===== src/design/sdm_pkg.sv =====
// Types, constants and fixed-point helpers for the surround-to-stereo downmix.
// Used by the channel interfaces, the datapath and the top level.
`default_nettype none

package sdm_pkg;

    typedef logic signed [15:0] sample_t;
    typedef logic signed [29:0] sur_prod_t;
    typedef logic signed [17:0] sum_t;
    typedef logic signed [31:0] mix_prod_t;
    typedef logic        [3:0]  chan_count_t;

    typedef struct packed {
        logic load1;
        logic load2;
        logic load3;
        logic load4;
    } pipe_ctrl_t;

    localparam sur_prod_t   SUR_NUM        = 30'sd5818;
    localparam int          SUR_SHIFT      = 13;
    localparam mix_prod_t   MIX_NUM        = 32'sd5248;
    localparam int          MIX_SHIFT      = 14;
    localparam sum_t        SAT_MAX        = 18'sd32767;
    localparam sum_t        SAT_MIN        = -18'sd32768;
    localparam chan_count_t MIX_COUNT      = 4'd6;
    localparam chan_count_t CH_COUNT_RESET = 4'd6;

    // Divide by 8192 with truncation toward zero.
    function automatic sample_t sur_scale(sur_prod_t p);
        sur_prod_t q;
        q = p >>> SUR_SHIFT;
        if (p[29] && (p[SUR_SHIFT-1:0] != '0))
        begin
            q = q + 30'sd1;
        end
        return q[15:0];
    endfunction

    // Divide by 16384 with truncation toward zero.
    function automatic sum_t mix_scale(mix_prod_t p);
        mix_prod_t q;
        q = p >>> MIX_SHIFT;
        if (p[31] && (p[MIX_SHIFT-1:0] != '0))
        begin
            q = q + 32'sd1;
        end
        return q[17:0];
    endfunction

    function automatic sample_t sat16(sum_t x);
        sample_t r;
        if (x > SAT_MAX)
        begin
            r = 16'sh7fff;
        end
        else if (x < SAT_MIN)
        begin
            r = -16'sh8000;
        end
        else
        begin
            r = x[15:0];
        end
        return r;
    endfunction

endpackage

`default_nettype wire


===== src/design/sdm_frame_if.sv =====
// Input channel: one six-channel PCM frame per word, valid/ready handshake.
// Depends on sdm_pkg for the sample type.
`default_nettype none

interface sdm_frame_if;
    import sdm_pkg::*;

    logic    valid;
    logic    ready;
    sample_t front_left;
    sample_t front_right;
    sample_t centre;
    sample_t bass_channel;
    sample_t surround_left;
    sample_t surround_right;

    modport source (
        output valid, front_left, front_right, centre, bass_channel,
               surround_left, surround_right,
        input  ready
    );

    modport sink (
        input  valid, front_left, front_right, centre, bass_channel,
               surround_left, surround_right,
        output ready
    );
endinterface

`default_nettype wire


===== src/design/sdm_stereo_if.sv =====
// Output channel: one stereo pair per word, valid/ready handshake.
// Depends on sdm_pkg for the sample type.
`default_nettype none

interface sdm_stereo_if;
    import sdm_pkg::*;

    logic    valid;
    logic    ready;
    sample_t left_out;
    sample_t right_out;

    modport source (
        output valid, left_out, right_out,
        input  ready
    );

    modport sink (
        input  valid, left_out, right_out,
        output ready
    );
endinterface

`default_nettype wire


===== src/design/sdm_datapath.sv =====
// Four-stage payload pipeline: surround scaling, side sums, mix scaling, saturation.
// Depends on sdm_pkg; stage loads come from the top level's handshake control.
`default_nettype none

module sdm_datapath (
    input  wire logic               clk,
    input  wire sdm_pkg::pipe_ctrl_t ctrl,
    input  wire logic               mix_mode,
    input  wire sdm_pkg::sample_t   front_left,
    input  wire sdm_pkg::sample_t   front_right,
    input  wire sdm_pkg::sample_t   centre,
    input  wire sdm_pkg::sample_t   surround_left,
    input  wire sdm_pkg::sample_t   surround_right,
    output sdm_pkg::sample_t        left_out,
    output sdm_pkg::sample_t        right_out
);
    import sdm_pkg::*;

    logic      mode1_reg, mode2_reg, mode3_reg;
    sample_t   fl1_reg, fr1_reg;
    sur_prod_t pc1_reg, psl1_reg, psr1_reg;
    sum_t      suml2_reg, sumr2_reg;
    mix_prod_t pl3_reg, pr3_reg;
    sample_t   passl3_reg, passr3_reg;
    sample_t   left4_reg, right4_reg;

    sum_t      suml_next, sumr_next;
    sample_t   c_scaled, sl_scaled, sr_scaled;

    always_comb
    begin
        c_scaled  = sur_scale(pc1_reg);
        sl_scaled = sur_scale(psl1_reg);
        sr_scaled = sur_scale(psr1_reg);
        if (mode1_reg)
        begin
            suml_next = sum_t'(fl1_reg) + sum_t'(c_scaled) + sum_t'(sl_scaled);
            sumr_next = sum_t'(fr1_reg) + sum_t'(c_scaled) + sum_t'(sr_scaled);
        end
        else
        begin
            suml_next = sum_t'(fl1_reg);
            sumr_next = sum_t'(fr1_reg);
        end
    end

    always_ff @(posedge clk)
    begin
        if (ctrl.load1)
        begin
            mode1_reg <= mix_mode;
            fl1_reg   <= front_left;
            fr1_reg   <= front_right;
            pc1_reg   <= sur_prod_t'(centre) * SUR_NUM;
            psl1_reg  <= sur_prod_t'(surround_left) * SUR_NUM;
            psr1_reg  <= sur_prod_t'(surround_right) * SUR_NUM;
        end
        if (ctrl.load2)
        begin
            mode2_reg <= mode1_reg;
            suml2_reg <= suml_next;
            sumr2_reg <= sumr_next;
        end
        if (ctrl.load3)
        begin
            mode3_reg  <= mode2_reg;
            pl3_reg    <= mix_prod_t'(suml2_reg) * MIX_NUM;
            pr3_reg    <= mix_prod_t'(sumr2_reg) * MIX_NUM;
            passl3_reg <= suml2_reg[15:0];
            passr3_reg <= sumr2_reg[15:0];
        end
        if (ctrl.load4)
        begin
            left4_reg  <= mode3_reg ? sat16(mix_scale(pl3_reg)) : passl3_reg;
            right4_reg <= mode3_reg ? sat16(mix_scale(pr3_reg)) : passr3_reg;
        end
    end

    assign left_out  = left4_reg;
    assign right_out = right4_reg;

endmodule

`default_nettype wire


===== src/design/surround_downmix_to_stereo_top.sv =====
// Top level of the surround-to-stereo downmix: configuration register,
// pipeline handshake control and assertions. Depends on sdm_pkg, the two
// channel interfaces and sdm_datapath.
//
// Usage: frame words enter on the frame channel and stereo words leave on
// the stereo channel, both with valid/ready handshakes. The user must write
// the channel count through wr_en/wr_data only while the block is idle; the
// block itself does not enforce this. A count of six gives the weighted
// downmix, any other count passes the front pair through. Throughput is one
// word per cycle while the receiver is ready, through four register stages
// (products, side sums, mix product, truncation and saturation), each of
// which takes a new word whenever it is empty or its successor advances.
// When the receiver stalls, the output word holds and the stages fill in
// turn; frame.ready falls only once all four stages are full, so no word is
// lost or repeated. Reset empties the pipeline and sets the count to six.
`default_nettype none

module surround_downmix_to_stereo_top (
    input  wire logic              clk,
    input  wire logic              rst_n,
    input  wire logic              wr_en,
    input  wire sdm_pkg::chan_count_t wr_data,
    sdm_frame_if.sink              frame,
    sdm_stereo_if.source           stereo
);
    import sdm_pkg::*;

    chan_count_t count_reg;
    logic        v1_reg, v2_reg, v3_reg, v4_reg;
    logic        rdy1, rdy2, rdy3, rdy4;
    pipe_ctrl_t  ctrl;

    always_ff @(posedge clk or negedge rst_n)
    begin
        if (!rst_n)
        begin
            count_reg <= CH_COUNT_RESET;
        end
        else if (wr_en)
        begin
            count_reg <= wr_data;
        end
    end

    assign rdy4 = !v4_reg || stereo.ready;
    assign rdy3 = !v3_reg || rdy4;
    assign rdy2 = !v2_reg || rdy3;
    assign rdy1 = !v1_reg || rdy2;

    assign ctrl.load1 = rdy1 && frame.valid;
    assign ctrl.load2 = rdy2 && v1_reg;
    assign ctrl.load3 = rdy3 && v2_reg;
    assign ctrl.load4 = rdy4 && v3_reg;

    always_ff @(posedge clk or negedge rst_n)
    begin
        if (!rst_n)
        begin
            v1_reg <= 1'b0;
            v2_reg <= 1'b0;
            v3_reg <= 1'b0;
            v4_reg <= 1'b0;
        end
        else
        begin
            if (rdy1)
            begin
                v1_reg <= frame.valid;
            end
            if (rdy2)
            begin
                v2_reg <= v1_reg;
            end
            if (rdy3)
            begin
                v3_reg <= v2_reg;
            end
            if (rdy4)
            begin
                v4_reg <= v3_reg;
            end
        end
    end

    sdm_datapath u_datapath (
        .clk            (clk),
        .ctrl           (ctrl),
        .mix_mode       (count_reg == MIX_COUNT),
        .front_left     (frame.front_left),
        .front_right    (frame.front_right),
        .centre         (frame.centre),
        .surround_left  (frame.surround_left),
        .surround_right (frame.surround_right),
        .left_out       (stereo.left_out),
        .right_out      (stereo.right_out)
    );

    assign frame.ready  = rdy1;
    assign stereo.valid = v4_reg;

`ifndef SYNTHESIS
    // The input may only be held off once every stage holds a word.
    assert property (@(posedge clk) disable iff (!rst_n)
        !(v1_reg && v2_reg && v3_reg && v4_reg) |-> frame.ready)
        else $error("frame channel stalled with room in the pipeline");

    // With the receiver ready throughout, an accepted word passes through every stage to the output.
    assert property (@(posedge clk) disable iff (!rst_n)
        ($past(rst_n, 4) && $past(frame.valid && frame.ready, 4)
            && $past(stereo.ready, 1) && $past(stereo.ready, 2)
            && $past(stereo.ready, 3))
        |-> stereo.valid)
        else $error("accepted word did not reach the output in four cycles");

    // A stage never loads without a valid word in front of it.
    assert property (@(posedge clk) disable iff (!rst_n)
        (!ctrl.load2 || v1_reg) && (!ctrl.load3 || v2_reg) && (!ctrl.load4 || v3_reg))
        else $error("pipeline stage loaded from an empty stage");
`endif

endmodule

`default_nettype wire


===== src/flat_wrapper.sv =====
// flat-port wrapper written by rule: the top's interface ports become plain ports
module surround_downmix_to_stereo_top_flat import sdm_pkg::*;
  (clk, rst_n, wr_en, wr_data, frame_valid, frame_front_left, frame_front_right, frame_centre, frame_bass_channel, frame_surround_left, frame_surround_right, frame_ready, stereo_valid, stereo_left_out, stereo_right_out, stereo_ready);
  sdm_frame_if frame_i ();
  sdm_stereo_if stereo_i ();
  input  wire logic clk;
  input  wire logic rst_n;
  input  wire logic wr_en;
  input  wire sdm_pkg::chan_count_t wr_data;
  input wire logic [$bits(frame_i.valid)-1:0] frame_valid;
  input wire logic [$bits(frame_i.front_left)-1:0] frame_front_left;
  input wire logic [$bits(frame_i.front_right)-1:0] frame_front_right;
  input wire logic [$bits(frame_i.centre)-1:0] frame_centre;
  input wire logic [$bits(frame_i.bass_channel)-1:0] frame_bass_channel;
  input wire logic [$bits(frame_i.surround_left)-1:0] frame_surround_left;
  input wire logic [$bits(frame_i.surround_right)-1:0] frame_surround_right;
  output wire logic [$bits(frame_i.ready)-1:0] frame_ready;
  output wire logic [$bits(stereo_i.valid)-1:0] stereo_valid;
  output wire logic [$bits(stereo_i.left_out)-1:0] stereo_left_out;
  output wire logic [$bits(stereo_i.right_out)-1:0] stereo_right_out;
  input wire logic [$bits(stereo_i.ready)-1:0] stereo_ready;
  assign frame_i.valid = frame_valid;
  assign frame_i.front_left = frame_front_left;
  assign frame_i.front_right = frame_front_right;
  assign frame_i.centre = frame_centre;
  assign frame_i.bass_channel = frame_bass_channel;
  assign frame_i.surround_left = frame_surround_left;
  assign frame_i.surround_right = frame_surround_right;
  assign frame_ready = frame_i.ready;
  assign stereo_valid = stereo_i.valid;
  assign stereo_left_out = stereo_i.left_out;
  assign stereo_right_out = stereo_i.right_out;
  assign stereo_i.ready = stereo_ready;
  surround_downmix_to_stereo_top u_core (.clk(clk), .rst_n(rst_n), .wr_en(wr_en), .wr_data(wr_data), .frame(frame_i), .stereo(stereo_i));
endmodule

===== config.mk =====
export PLATFORM = sky130hd
export DESIGN_NAME = surround_downmix_to_stereo_top_flat
export DESIGN_NICKNAME = d
export VERILOG_FILES = /design/src/design/sdm_pkg.sv /design/src/design/sdm_frame_if.sv /design/src/design/sdm_stereo_if.sv /design/src/design/sdm_datapath.sv /design/src/design/surround_downmix_to_stereo_top.sv /design/src/flat_wrapper.sv
export SDC_FILE = /design/constraint.sdc
export NUM_CORES = 1
export LEC_CHECK = 0
export BUFFER_PORTS_ARGS = -buffer_cell sky130_fd_sc_hd__buf_4
export CAP_MARGIN = 15
export CORE_MARGIN = 3
export CORE_UTILIZATION = 56
export CTS_BUF_LIST = sky130_fd_sc_hd__clkbuf_2 sky130_fd_sc_hd__clkbuf_4 sky130_fd_sc_hd__clkbuf_8
export DETAILED_ROUTE_END_ITERATION = 7
export GPL_TIMING_DRIVEN = 1
export HOLD_SLACK_MARGIN = 0.06
export PLACE_DENSITY = 0.71
export SYNTH_ARGS = -nofsm -noshare
export SYNTH_HDL_FRONTEND = slang
export SYNTH_SLANG_ARGS = --single-unit

===== constraint.sdc =====
create_clock -name clk -period 5.4 [get_ports clk]
set_input_delay 0.54 -clock clk [delete_from_list [all_inputs] [get_ports clk]]
set_output_delay 0.54 -clock clk [all_outputs]
set_load 0.1 [all_outputs]

# Word-level counts from Yosys, hierarchy flattened
# Index checks and enable logic that the tools add are counted.
[op_classes] addsub=9 multipliers=5 div_mod_pow=0 magnitude_cmp=4 n_eq_ne=1 n_shift=0 n_mux=15 n_bitwise=0 n_reduce_logical=22
[op_table] cell="$mux W16" count=9
[op_table] cell="$mux W18" count=6
[op_table] cell="$mul A16 B13 Y29 const B" count=3
[op_table] cell="$mul A18 B7 Y25 const B" count=2
[op_table] cell="$add A16 B2 Y16 const B" count=3
[op_table] cell="$reduce_bool A13 Y1" count=3
[op_table] cell="$add A17 B16 Y18" count=2
[op_table] cell="$add A18 B2 Y18 const B" count=2
[op_table] cell="$gt A18 B16 Y1 const B" count=2
[op_table] cell="$lt A18 B16 Y1 const B" count=2
[op_table] cell="$add A16 B16 Y17" count=2
[op_table] cell="$reduce_bool A14 Y1" count=2
[op_table] cell="$logic_and A1 B1 Y1" count=9
[op_table] cell="$eq A4 B3 Y1 const B" count=1
[op_table] cell="$logic_not A1 Y1" count=4
[op_table] cell="$logic_or A1 B1 Y1" count=4
[totals] regBits=280 latchBits=0 ramBits=0 romBits=0 in_bits=105 out_inout_bits=34 wordCells=77 mem_count=0

# Logic depth before layout (Yosys ltp)
# Gate-level depths: netlist of run 1.
[logic_depth] ltp_word=8 ltp_mapped=19 mapped_depth_nobuf=19

# By module
# From an unflattened synthesis of run 1, not the netlist that was laid out.
[hier_totals] cells_unflattened=2823 area_unflattened_um2=29640.9
[modules_own_cells] mod="sdm_datapath" instances=1 cells_each=2798 area_each_um2=29299.4 seq_area_each_um2=7987.7
[modules_own_cells] mod="surround_downmix_to_stereo_top" instances=1 cells_each=25 area_each_um2=341.6 seq_area_each_um2=202.7

# Worst setup path after synthesis of run 1
# OpenSTA, ideal clock, no wires.
[synth_timing] path_type="input port to flip-flop" start="input port frame_centre[12]" end="register u_core.u_datapath.pc1_reg[29], data pin" setup_ps=265 t_arrival_ps=4936 t_required_ps=5135 path_slack_ps=199 path_stages=18 n_path_buf=0 cell_sequence="ha_1 inv_1 fa_1 inv_1 fa_1 fa_1 inv_1 fa_1 inv_1 ha_1 a21o_1 a21o_1 a21oi_1 o211ai_2 a2111oi_2 o31ai_1 and3_1 or3_1"
[synth_between] elab_chain_len=1
[synth_lines] item="start: declaration" line="flat_wrapper.sv:13" source="input wire logic [$bits(frame_i.centre)-1:0] frame_centre;"
[synth_lines] item="$mul A16 B13 Y29" line="sdm_datapath.sv:54" source="pc1_reg <= sur_prod_t'(centre) * SUR_NUM;"
[synth_lines] item="end signal: assignment" line="sdm_datapath.sv:54"
[synth_lines] item="end: declaration" line="sdm_datapath.sv:21" source="sur_prod_t pc1_reg, psl1_reg, psr1_reg;"
# Every way passes these cells.
# A chain may end at the register's enable or synchronous reset.

# Worst setup path after layout of run 1
[layout_timing] start="input port frame_surround_left[7]" end="register u_core.u_datapath.psl1_reg[29], data pin"
[layout_between] elab_chain_len=1
[layout_lines] item="start: declaration" line="flat_wrapper.sv:15" source="input wire logic [$bits(frame_i.surround_left)-1:0] frame_surround_left;"
[layout_lines] item="$mul A16 B13 Y29" line="sdm_datapath.sv:55" source="psl1_reg <= sur_prod_t'(surround_left) * SUR_NUM;"
[layout_lines] item="end signal: assignment" line="sdm_datapath.sv:55"
[layout_lines] item="end: declaration" line="sdm_datapath.sv:21"
# Every way passes these cells.

==> results of run 1 <==
-- cells by family (layout without fill, tap and decap cells) --
family                     after synthesis  count (layout)  synth area share, %
AOI/OAI and AO/OA                      415             415                 9.62
xor gates and xnor gates               183             183                 5.34
adders and majority gates              765             765                 40.2
buffers and inverters                  752            1022                 9.45
DFF                                    274             274                 27.3
muxes                                   15              15                0.525
other                                    0               4                    0
and+or+nand+nor                        456             456                 7.59
-- placed cells by master (no fill, tap or decap), types with 15 or more instances in the layout --
cell,netlist,final
a21o_1,57,57
a21oi_1,87,87
a31oi_1,21,21
and3_1,28,28
buf_4,0,194
clkbuf_4,0,15
clkbuf_8,0,49
edfxtp_1,266,266
fa_1,332,332
ha_1,433,433
inv_1,734,734
nand2_1,111,111
nand2b_1,18,18
nand3_1,50,50
nand4_1,20,20
nor2_1,103,103
nor3_1,30,30
o21a_1,35,35
o21ai_0,71,71
o22a_1,15,15
or3_1,20,20
xnor2_1,100,100
xor2_1,83,83
-- path summary, 6_finish.rpt --
| kind | to | cells after the start | startpoint | slack (ns) |
|---|---|---|---|---|
| setup reg to reg | u_core.u_datapath.suml2_reg[11] | 15 | u_core.u_datapath.pc1_reg[2] | 0.65 |
| min in group asynchronous | u_core.v1_reg | 2 | rst_n | 0.29 |
| hold reg to reg | u_core.u_datapath.mode3_reg | 0 | u_core.u_datapath.mode2_reg | 0.42 |
| setup / recovery | u_core.u_datapath.psl1_reg[29] | 17 | frame_surround_left[7] | 0.34 |
| max in group asynchronous | u_core.count_reg[2] | 2 | rst_n | 4.89 |
| hold / removal | u_core.u_datapath.fr1_reg[5] | 1 | frame_front_right[5] | 0.12 |
-- worst max-delay path: cells and delay by family --
kind / cells / cell delay [ns]
and+or+nand+nor: 2 / 0.32
AOI/OAI and AO/OA: 4 / 1.39
buffers and inverters: 5 / 0.53
adders and majority gates: 6 / 2.75
-- per-stage QoR --
| step | hold WS (ns) | worst slack, ns | util (%) |
|---|---|---|---|
| final | 0.117 | 0.340 | 63.3 |
| after global placement | 0.358 | -0.299 | 61.1 |
| after CTS | 0.0602 | 0.336 | 63.2 |
| after detailed placement | 0.363 | -0.296 | 61.1 |
| after floorplan | 0.244 | 0.199 | - |
| after global routing | 0.0713 | 0.145 | 63.3 |
-- per-layer routing --
layer / wire length [um] / up-vias
li1: - / 9936
met4: 1160 / 10
met3: 2710 / 80
met5: 64 / -
met1: 28000 / 9707
met2: 27800 / 383
-- cells in the mapped netlist (all sizes together) (15+ instances only) --
cell	instances	area [um^2]
inv	734	2760
ha	433	5420
fa	332	6650
edfxtp	266	7990
nand2	111	417
nor2	103	387
xnor2	100	876
a21oi	88	444
o21ai	85	425
xor2	83	727
a21o	58	437
nand3	50	250
o21a	35	263
nor3	31	160
and3	28	175
a31oi	21	131
nand4	20	125
or3	20	125
nand2b	18	113
nor4	16	113
o22a	15	131
-- cell type report --
cell class,instances,area share (%)
multi-input cells,1834,56.9
flip-flops and latches,274,24.5
inverters,734,8.25
repair buffers,202,4.60
well taps,688,2.58
clock buffers,64,2.36
clock inverters,22,0.731
diodes,4,0.0300
-- what timing repair did --
item                       in CTS  in global routing
resized for setup               0                  1
hold buffers                    8                  0
buffers inserted                0                  0
hold endpoints to repair       15                  0
setup endpoints to repair       0                  1
==> out/qor.txt, run 1 <==
layout cells sized above 1: 10.3%
die width: 238 um
Storage cell area: 0.00819 mm^2
TritonCTS clock tree: built
Fin Setup TNS: 0 ns
Slew Limit Fails: 0
Synthesis Warnings: 0
Final Hold Vio Count: 0
CP most frequent cell: fa_1
Tmin final: 5.06 ns
Congestion Overflow GR: 0
slowest CP cell: fa_1
CTS Buffer Depth: 3
Clock Skew: 0.0484 ns
clk root buf: clkbuf_8
Primary FF master, synth: edfxtp_1
vias in the first global route: 21,000
worst-path fanout max: 6
# DRC: 0
CP endpoint kind: flip-flop
Num CTS Buffers: 48
Placement Cell Area: 0.0323 mm^2
synthesized instance count: 2,860
crit path DAT: 5.53 ns
post-DP HPWL: 50,600 um
global-route wire length before repair: 102,000 um
fmax: 198 MHz
clock slew at reported path FFs: 0.06 ns
GP Congestion: 0.898
Post-synth ARST share: 2.92%
Synth Cell Area: 0.0300 mm^2
I/O Pins: 139
H-tree depth: 2
Sinks on Clock Net: 274
area delta synth->final: 11.2%
Final Setup Violations: 0
EDFF count, synth: 266
Routed Antenna Nets: 0
Total GRT Usage: 22.1%
Worst Hold Class: in -> reg
IO Port Bufs: 122
DR pass1 iterations: 6
Final Non-Filler Cells: 3,822
initial antenna violation count: 9
critical-path cell list: buf_4, ha_1, fa_1, fa_1, fa_1, inv_1, fa_1, inv_1, ha_1, inv_1, nor3_1, a21oi_1, a211o_1, a211oi_1, nor4_1, a2111oi_1, buf_4
fill cell count: 4,319
Final #Nets: 3,964
met1 Track Usage GR: 30.9%
Worst EP required: 5.87 ns
Inst Count DP: 3,723
final instance area: 0.0334 mm^2
RSZ-0062 raised after global routing: false
Yosys cell types: 83
footprint of the multi-input gates: 0.0190 mm^2
worst rel slew slack: 41.6%
average size of a mapped cell: 10.5 um^2
Most Crowded Layer GR: met2
Slew @ Worst Pin: 0.875 ns
CP Launch Type: input port
outcome: finished, final reports clean
Core Region: 0.0528 mm^2
total routed wirelength: 59,700 um
M2 GR Usage: 36.7%
max cap viols: 0
Initial Utilization: 56.9%
initial drt markers: 807
critical setup path kind: in -> reg
die footprint: 0.0564 mm^2
slowest stage delay, CP: 0.56 ns
FP Rows: 84
Worst-Skew Late Latency: 0.63 ns
wire length per cell: 15.6 um
Via-to-Cell Ratio: 5.26
die height: 238 um
GRT met3 Usage: 3.45%
largest net degree at the start of global routing: 65
FF+latch count, synth: 274
Tcrit/Tclk final: 93.7%
register area share after synthesis: 27.3%
routed via count: 20,100
Synth Net Count: 3,730
Power of run 1 is left out: the tool's default activity adds up to more than one toggle a clock period on the data nets, which glitch-free logic cannot reach.
==> run 2: changes to the inputs <==
==> constraint.sdc (replaced) <==
create_clock -name clk -period 5.94 [get_ports clk]
set_input_delay 0.594 -clock clk [delete_from_list [all_inputs] [get_ports clk]]
set_output_delay 0.594 -clock clk [all_outputs]
set_load 0.1 [all_outputs]
==> run 2 against run 1 <==
Compared with the run above:
- routed wire length is 2.2% lower
- worst setup slack improved by 0.47 ns
- register-to-register slack improved by 0.53 ns
- first-iteration DRC count up 21%
- clock skew is 0.011 ns lower
- final cell count decreased by 1.8%
- die area is the same
- non-clock buffer count fell by 71
==> out/qor.txt, run 2 (same netlist as run 1, synthesis figures left out) <==
outcome: finished, final reports clean
CTS Buffer Depth: 3 (unchanged)
wire length per cell: 15.6 um (-0.43%)
Final #Nets: 3,893 (-1.8%)
fill cell count: 4,372 (+1.2%)
critical setup path kind: in -> reg
Core Region: 0.0528 mm^2 (unchanged)
clk root buf: clkbuf_8
# DRC: 0 (unchanged)
die footprint: 0.0564 mm^2 (unchanged)
Initial Utilization: 56.9% (unchanged)
Final Hold Vio Count: 0 (unchanged)
Tmin final: 5.13 ns
global-route wire length before repair: 100,000 um (-1.6%)
max cap viols: 0 (unchanged)
Post-CTS Setup Bufs: 0 (unchanged)
fmax: 195 MHz
worst rel slew slack: 20.3% (-21 points)
Slew Limit Fails: 0 (unchanged)
final instance area: 0.0328 mm^2 (-1.6%)
reg-to-reg setup timing slack: 1.18 ns (+0.53 ns)
initial drt markers: 977 (+21%)
Worst Hold Class: in -> reg
most frequent cells in the layout: inv_1 (734), ha_1 (433), fa_1 (332)
TritonCTS clock tree: built
Total GRT Usage: 21.7% (-0.46 points)
Slew @ Worst Pin: 1.19 ns (+0.314 ns)
Final Setup Violations: 0 (unchanged)
area delta synth->final: 9.41%
CP Launch Type: input port
leading cell type in the layout, fill and taps excluded: inv_1
crit path DAT: 5.46 ns (-0.07 ns)
Worst EP required: 6.28 ns (+0.41 ns)
RSZ-0062 raised after global routing: false
largest net degree at the start of global routing: 65 (unchanged)
IO Port Bufs: 122 (unchanged)
I/O Pins: 139 (unchanged)
Worst-Skew Late Latency: 0.62 ns (about the same)
layout cells sized above 1: 8.36% (-1.9 points)
GP Congestion: 0.899 (about the same)
total routed wirelength: 58,400 um (-2.2%)
Fin Setup TNS: 0 ns (unchanged)
Routed Antenna Nets: 0 (unchanged)
Sinks on Clock Net: 274 (unchanged)
Clock Skew: 0.0372 ns (-0.0112 ns)
Via-to-Cell Ratio: 5.28 (+0.40%)
vias in the first global route: 20,700 (-1.6%)
routed via count: 19,800 (-1.4%)
Tcrit/Tclk final: 86.3%
CP endpoint kind: flip-flop
clock slew at reported path FFs: 0.07 ns (about the same)
initial antenna violation count: 8 (-1)
H-tree depth: 2 (unchanged)
post-DP HPWL: 49,200 um (-2.7%)
Placement Cell Area: 0.0318 mm^2 (-1.5%)
FP Rows: 84 (unchanged)
DR pass1 iterations: 6 (unchanged)
die width: 238 um (unchanged)
Congestion Overflow GR: 0 (unchanged)
worst-path fanout max: 6 (unchanged)
Num CTS Buffers: 48 (unchanged)
die height: 238 um (unchanged)
[run 2: stage by stage]
step	hold slack, ns	std cells	util [%]	setup slack (ns)
finish	0.147	3755	62.2	0.814
global route	0.0989	3751	62.2	0.559
CTS	0.0816	3751	62.2	0.876
detailed placement	0.405	3660	60.2	0.240
global placement	0.408	3660	60.2	0.241
floorplan	0.298	2860	-	0.685
[run 2: worst max-delay path, cell delays in order]
cell	delay (ns)
buf_4	0.15
ha_1	0.31
inv_1	0.06
fa_1	0.47
inv_1	0.06
fa_1	0.48
fa_1	0.54
inv_1	0.05
fa_1	0.47
inv_1	0.04
ha_1	0.34
a21o_1	0.19
a21o_1	0.17
a21oi_1	0.19
o211ai_2	0.16
a2111oi_2	0.46
o31ai_1	0.20
and3_1	0.17
or3_1	0.35
[run 2: worst paths after layout]
check | endpoint | startpoint | cells after the start
worst max-delay path | u_core.u_datapath.pc1_reg[29] | frame_centre[12] | 19
worst min-delay path | u_core.u_datapath.fr1_reg[12] | frame_front_right[12] | 1
worst max register to register | u_core.u_datapath.suml2_reg[11] | u_core.u_datapath.pc1_reg[2] | 15
worst min register to register | u_core.u_datapath.mode3_reg | u_core.u_datapath.mode2_reg | 0
max in group asynchronous | u_core.count_reg[2] | rst_n | 2
min in group asynchronous | u_core.count_reg[3] | rst_n | 2
[run 2: layout make-up]
type,instances,area [um^2],area share [%]
Sequential cell,274,8190,24.9
Antenna cell,4,10.0,0.0305
Timing Repair Buffer,131,986,3.00
Clock buffer,59,743,2.26
Clock inverter,31,298,0.907
Inverter,734,2760,8.39
Tap cell,688,861,2.62
Multi-Input combinational cell,1834,19000,57.8
[run 2: what timing repair did]
item                      4_1_cts  5_1_grt
hold endpoints to repair        8        0
hold buffers                    1        0
resized for setup               0        0
[run 2: metal layers]
layer  GRT usage (%)  up-vias  share of wire, %
li1                -     9783                 -
met1            30.6     9554                47
met2            35.7      407                46
met3            3.27       91               4.8
met4            5.22        8               2.0
met5               0        -              0.10
Power of run 2 is left out for the same reason.
==> run 3: changes to the inputs <==
--- a/config.mk
+++ b/config.mk
@@ -7,12 +7,13 @@
 export LEC_CHECK = 0
 export BUFFER_PORTS_ARGS = -buffer_cell sky130_fd_sc_hd__buf_4
 export CAP_MARGIN = 15
-export CORE_MARGIN = 3
+export CORE_MARGIN = 2
 export CORE_UTILIZATION = 56
 export CTS_BUF_LIST = sky130_fd_sc_hd__clkbuf_2 sky130_fd_sc_hd__clkbuf_4 sky130_fd_sc_hd__clkbuf_8
 export DETAILED_ROUTE_END_ITERATION = 7
 export GPL_TIMING_DRIVEN = 1
 export HOLD_SLACK_MARGIN = 0.06
+export MAX_ROUTING_LAYER = met4
 export PLACE_DENSITY = 0.71
 export SYNTH_ARGS = -nofsm -noshare
 export SYNTH_HDL_FRONTEND = slang
==> constraint.sdc (replaced) <==
create_clock -name clk -period 5.36 [get_ports clk]
set_input_delay 0.536 -clock clk [delete_from_list [all_inputs] [get_ports clk]]
set_output_delay 0.536 -clock clk [all_outputs]
set_load 0.1 [all_outputs]
==> run 3 against run 2 <==
Compared with the run above:
- final cell count rose by 2.7%
- register-to-register slack got worse by 0.66 ns
- via count increased by 1.6%
- global-route usage increased by 1.4 points
- sequential cell count is the same
- worst setup slack got worse by 0.44 ns
- highest routed layer is now met4
- first-iteration DRC count is 14% lower
- routed wire length up 1.7%
- count of clock-buffer cells in the layout fell by 5
- critical path depth down 2
==> out/qor.txt, run 3 (same netlist as run 1, synthesis figures left out) <==
H-tree depth: 2 (unchanged)
Placement Cell Area: 0.0325 mm^2 (+2.2%)
DP Worst Slack: -0.524 ns (-0.764 ns)
die height: 236 um (-0.84%)
Final #Nets: 3,992 (+2.5%)
Worst Hold Class: in -> reg
leading cell type in the layout, fill and taps excluded: inv_1
routed via count: 20,200 (+1.6%)
Tcrit/Tclk final: 93.0%
critical-path cell list: buf_4, ha_1, fa_1, fa_1, fa_1, inv_1, fa_1, inv_1, ha_1, a21o_1, a2111oi_0, o211ai_1, a31oi_1, nor3_1, o31ai_1, nand2b_1, xnor2_1
IO Port Bufs: 122 (unchanged)
Routed Antenna Nets: 0 (unchanged)
initial drt markers: 837 (-14%)
# DRC: 0 (unchanged)
Num CTS Buffers: 46 (-4.2%)
GP Congestion: 0.934 (+4.0%)
Post-CTS Setup Bufs: 0 (unchanged)
clock slew at reported path FFs: 0.06 ns (about the same)
CTS Buffer Depth: 3 (unchanged)
Via-to-Cell Ratio: 5.23 (-1.1%)
Core Region: 0.0528 mm^2 (unchanged)
post-DP HPWL: 50,700 um (+3.1%)
slowest stage delay, CP: 0.55 ns (about the same)
Total GRT Usage: 23.1% (+1.4 points)
vias in the first global route: 21,300 (+2.9%)
wire length per cell: 15.4 um (-1.0%)
die width: 236 um (-0.84%)
Final Hold Vio Count: 0 (unchanged)
Slew Limit Fails: 0 (unchanged)
Slew @ Worst Pin: 0.885 ns (-0.305 ns)
total routed wirelength: 59,400 um (+1.7%)
GRT met3 Usage: 4.14% (+0.87 points)
CP endpoint kind: flip-flop
Congestion Overflow GR: 0 (unchanged)
Sinks on Clock Net: 274 (unchanged)
worst-path fanout max: 5 (-1)
largest net degree at the start of global routing: 71 (+9.2%)
outcome: finished, final reports clean
Crit path max-delay family: adder cells
fin util: 63.6% (+1.4 points)
met1 Track Usage GR: 30.3% (-0.32 points)
M2 GR Usage: 37.1% (+1.4 points)
CP Launch Type: input port
critical setup path kind: in -> reg
die footprint: 0.0555 mm^2 (-1.7%)
TritonCTS clock tree: built
max cap viols: 0 (unchanged)
final instance area: 0.0336 mm^2 (+2.2%)
FP Rows: 84 (unchanged)
I/O Pins: 139 (unchanged)
area delta synth->final: 11.8%
crit path buf inv count: 3 (-2)
Most Crowded Layer GR: met2
Clock Skew: 0.0529 ns (+0.0157 ns)
Initial Utilization: 56.9% (unchanged)
global-route wire length before repair: 102,000 um (+1.4%)
initial antenna violation count: 11 (+3)
fmax: 201 MHz
slowest CP cell: fa_1
DR pass1 iterations: 5 (-1)
CP most frequent cell: fa_1
Final Setup Violations: 0 (unchanged)
Worst EP required: 5.69 ns (-0.59 ns)
Worst-Skew Late Latency: 0.63 ns (about the same)
Tmin final: 4.98 ns
crit path DAT: 5.31 ns (-0.15 ns)
layout cells sized above 1: 10.7% (+2.4 points)
worst rel slew slack: 41.0% (+21 points)
RSZ-0062 raised after global routing: false
clk root buf: clkbuf_8
worst setup margin: 0.377 ns (-0.436 ns)
most frequent cells in the layout: inv_1 (734), ha_1 (433), fa_1 (332)
run 3: final cells by class:
| class | instances | area [um^2] |
|---|---|---|
| fill | 4229 | 19200 |
| multi-input combinational | 1834 | 19000 |
| sequential | 274 | 8190 |
| inverter | 734 | 2760 |
| timing repair buffer | 232 | 1770 |
| tap | 688 | 861 |
| clock buffer | 54 | 693 |
| clock inverter | 31 | 265 |
| antenna | 11 | 27.5 |
run 3: worst paths after layout:
kind                                                         to  slack [ns]                     startpoint  cells after the start
worst max-delay path             u_core.u_datapath.psr1_reg[28]        0.38       frame_surround_right[12]                     17
min in group asynchronous                   u_core.count_reg[3]        0.26                          rst_n                      2
max in group asynchronous                   u_core.count_reg[2]        4.86                          rst_n                      2
worst max register to register  u_core.u_datapath.suml2_reg[11]        0.52  u_core.u_datapath.pc1_reg[29]                     15
worst min register to register      u_core.u_datapath.mode3_reg        0.42    u_core.u_datapath.mode2_reg                      0
worst min-delay path               u_core.u_datapath.fl1_reg[1]        0.11            frame_front_left[1]                      1
run 3: timing repair:
item,in CTS,in global routing
hold buffers,8,0
setup endpoints to repair,0,1
hold endpoints to repair,15,0
resized for setup,0,2
run 3: metal layers:
layer | routed length, um | up-vias
met5 | 0 | -
met3 | 2920 | 91
met4 | 1390 | 0
li1 | - | 9991
met1 | 27300 | 9740
met2 | 27800 | 340
run 3: through the flow:
| stage | std cells | hold WS (ns) | setup TNS [ns] |
|---|---|---|---|
| final | 3858 | 0.112 | 0 |
| after global routing | 3858 | 0.0704 | 0 |
| after CTS | 3846 | 0.0633 | 0 |
| after detailed placement | 3753 | 0.363 | -1.37 |
| after global placement | 3753 | 0.354 | -0.756 |
| after floorplan | 2860 | 0.240 | 0 |
Power of run 3 is left out for the same reason.
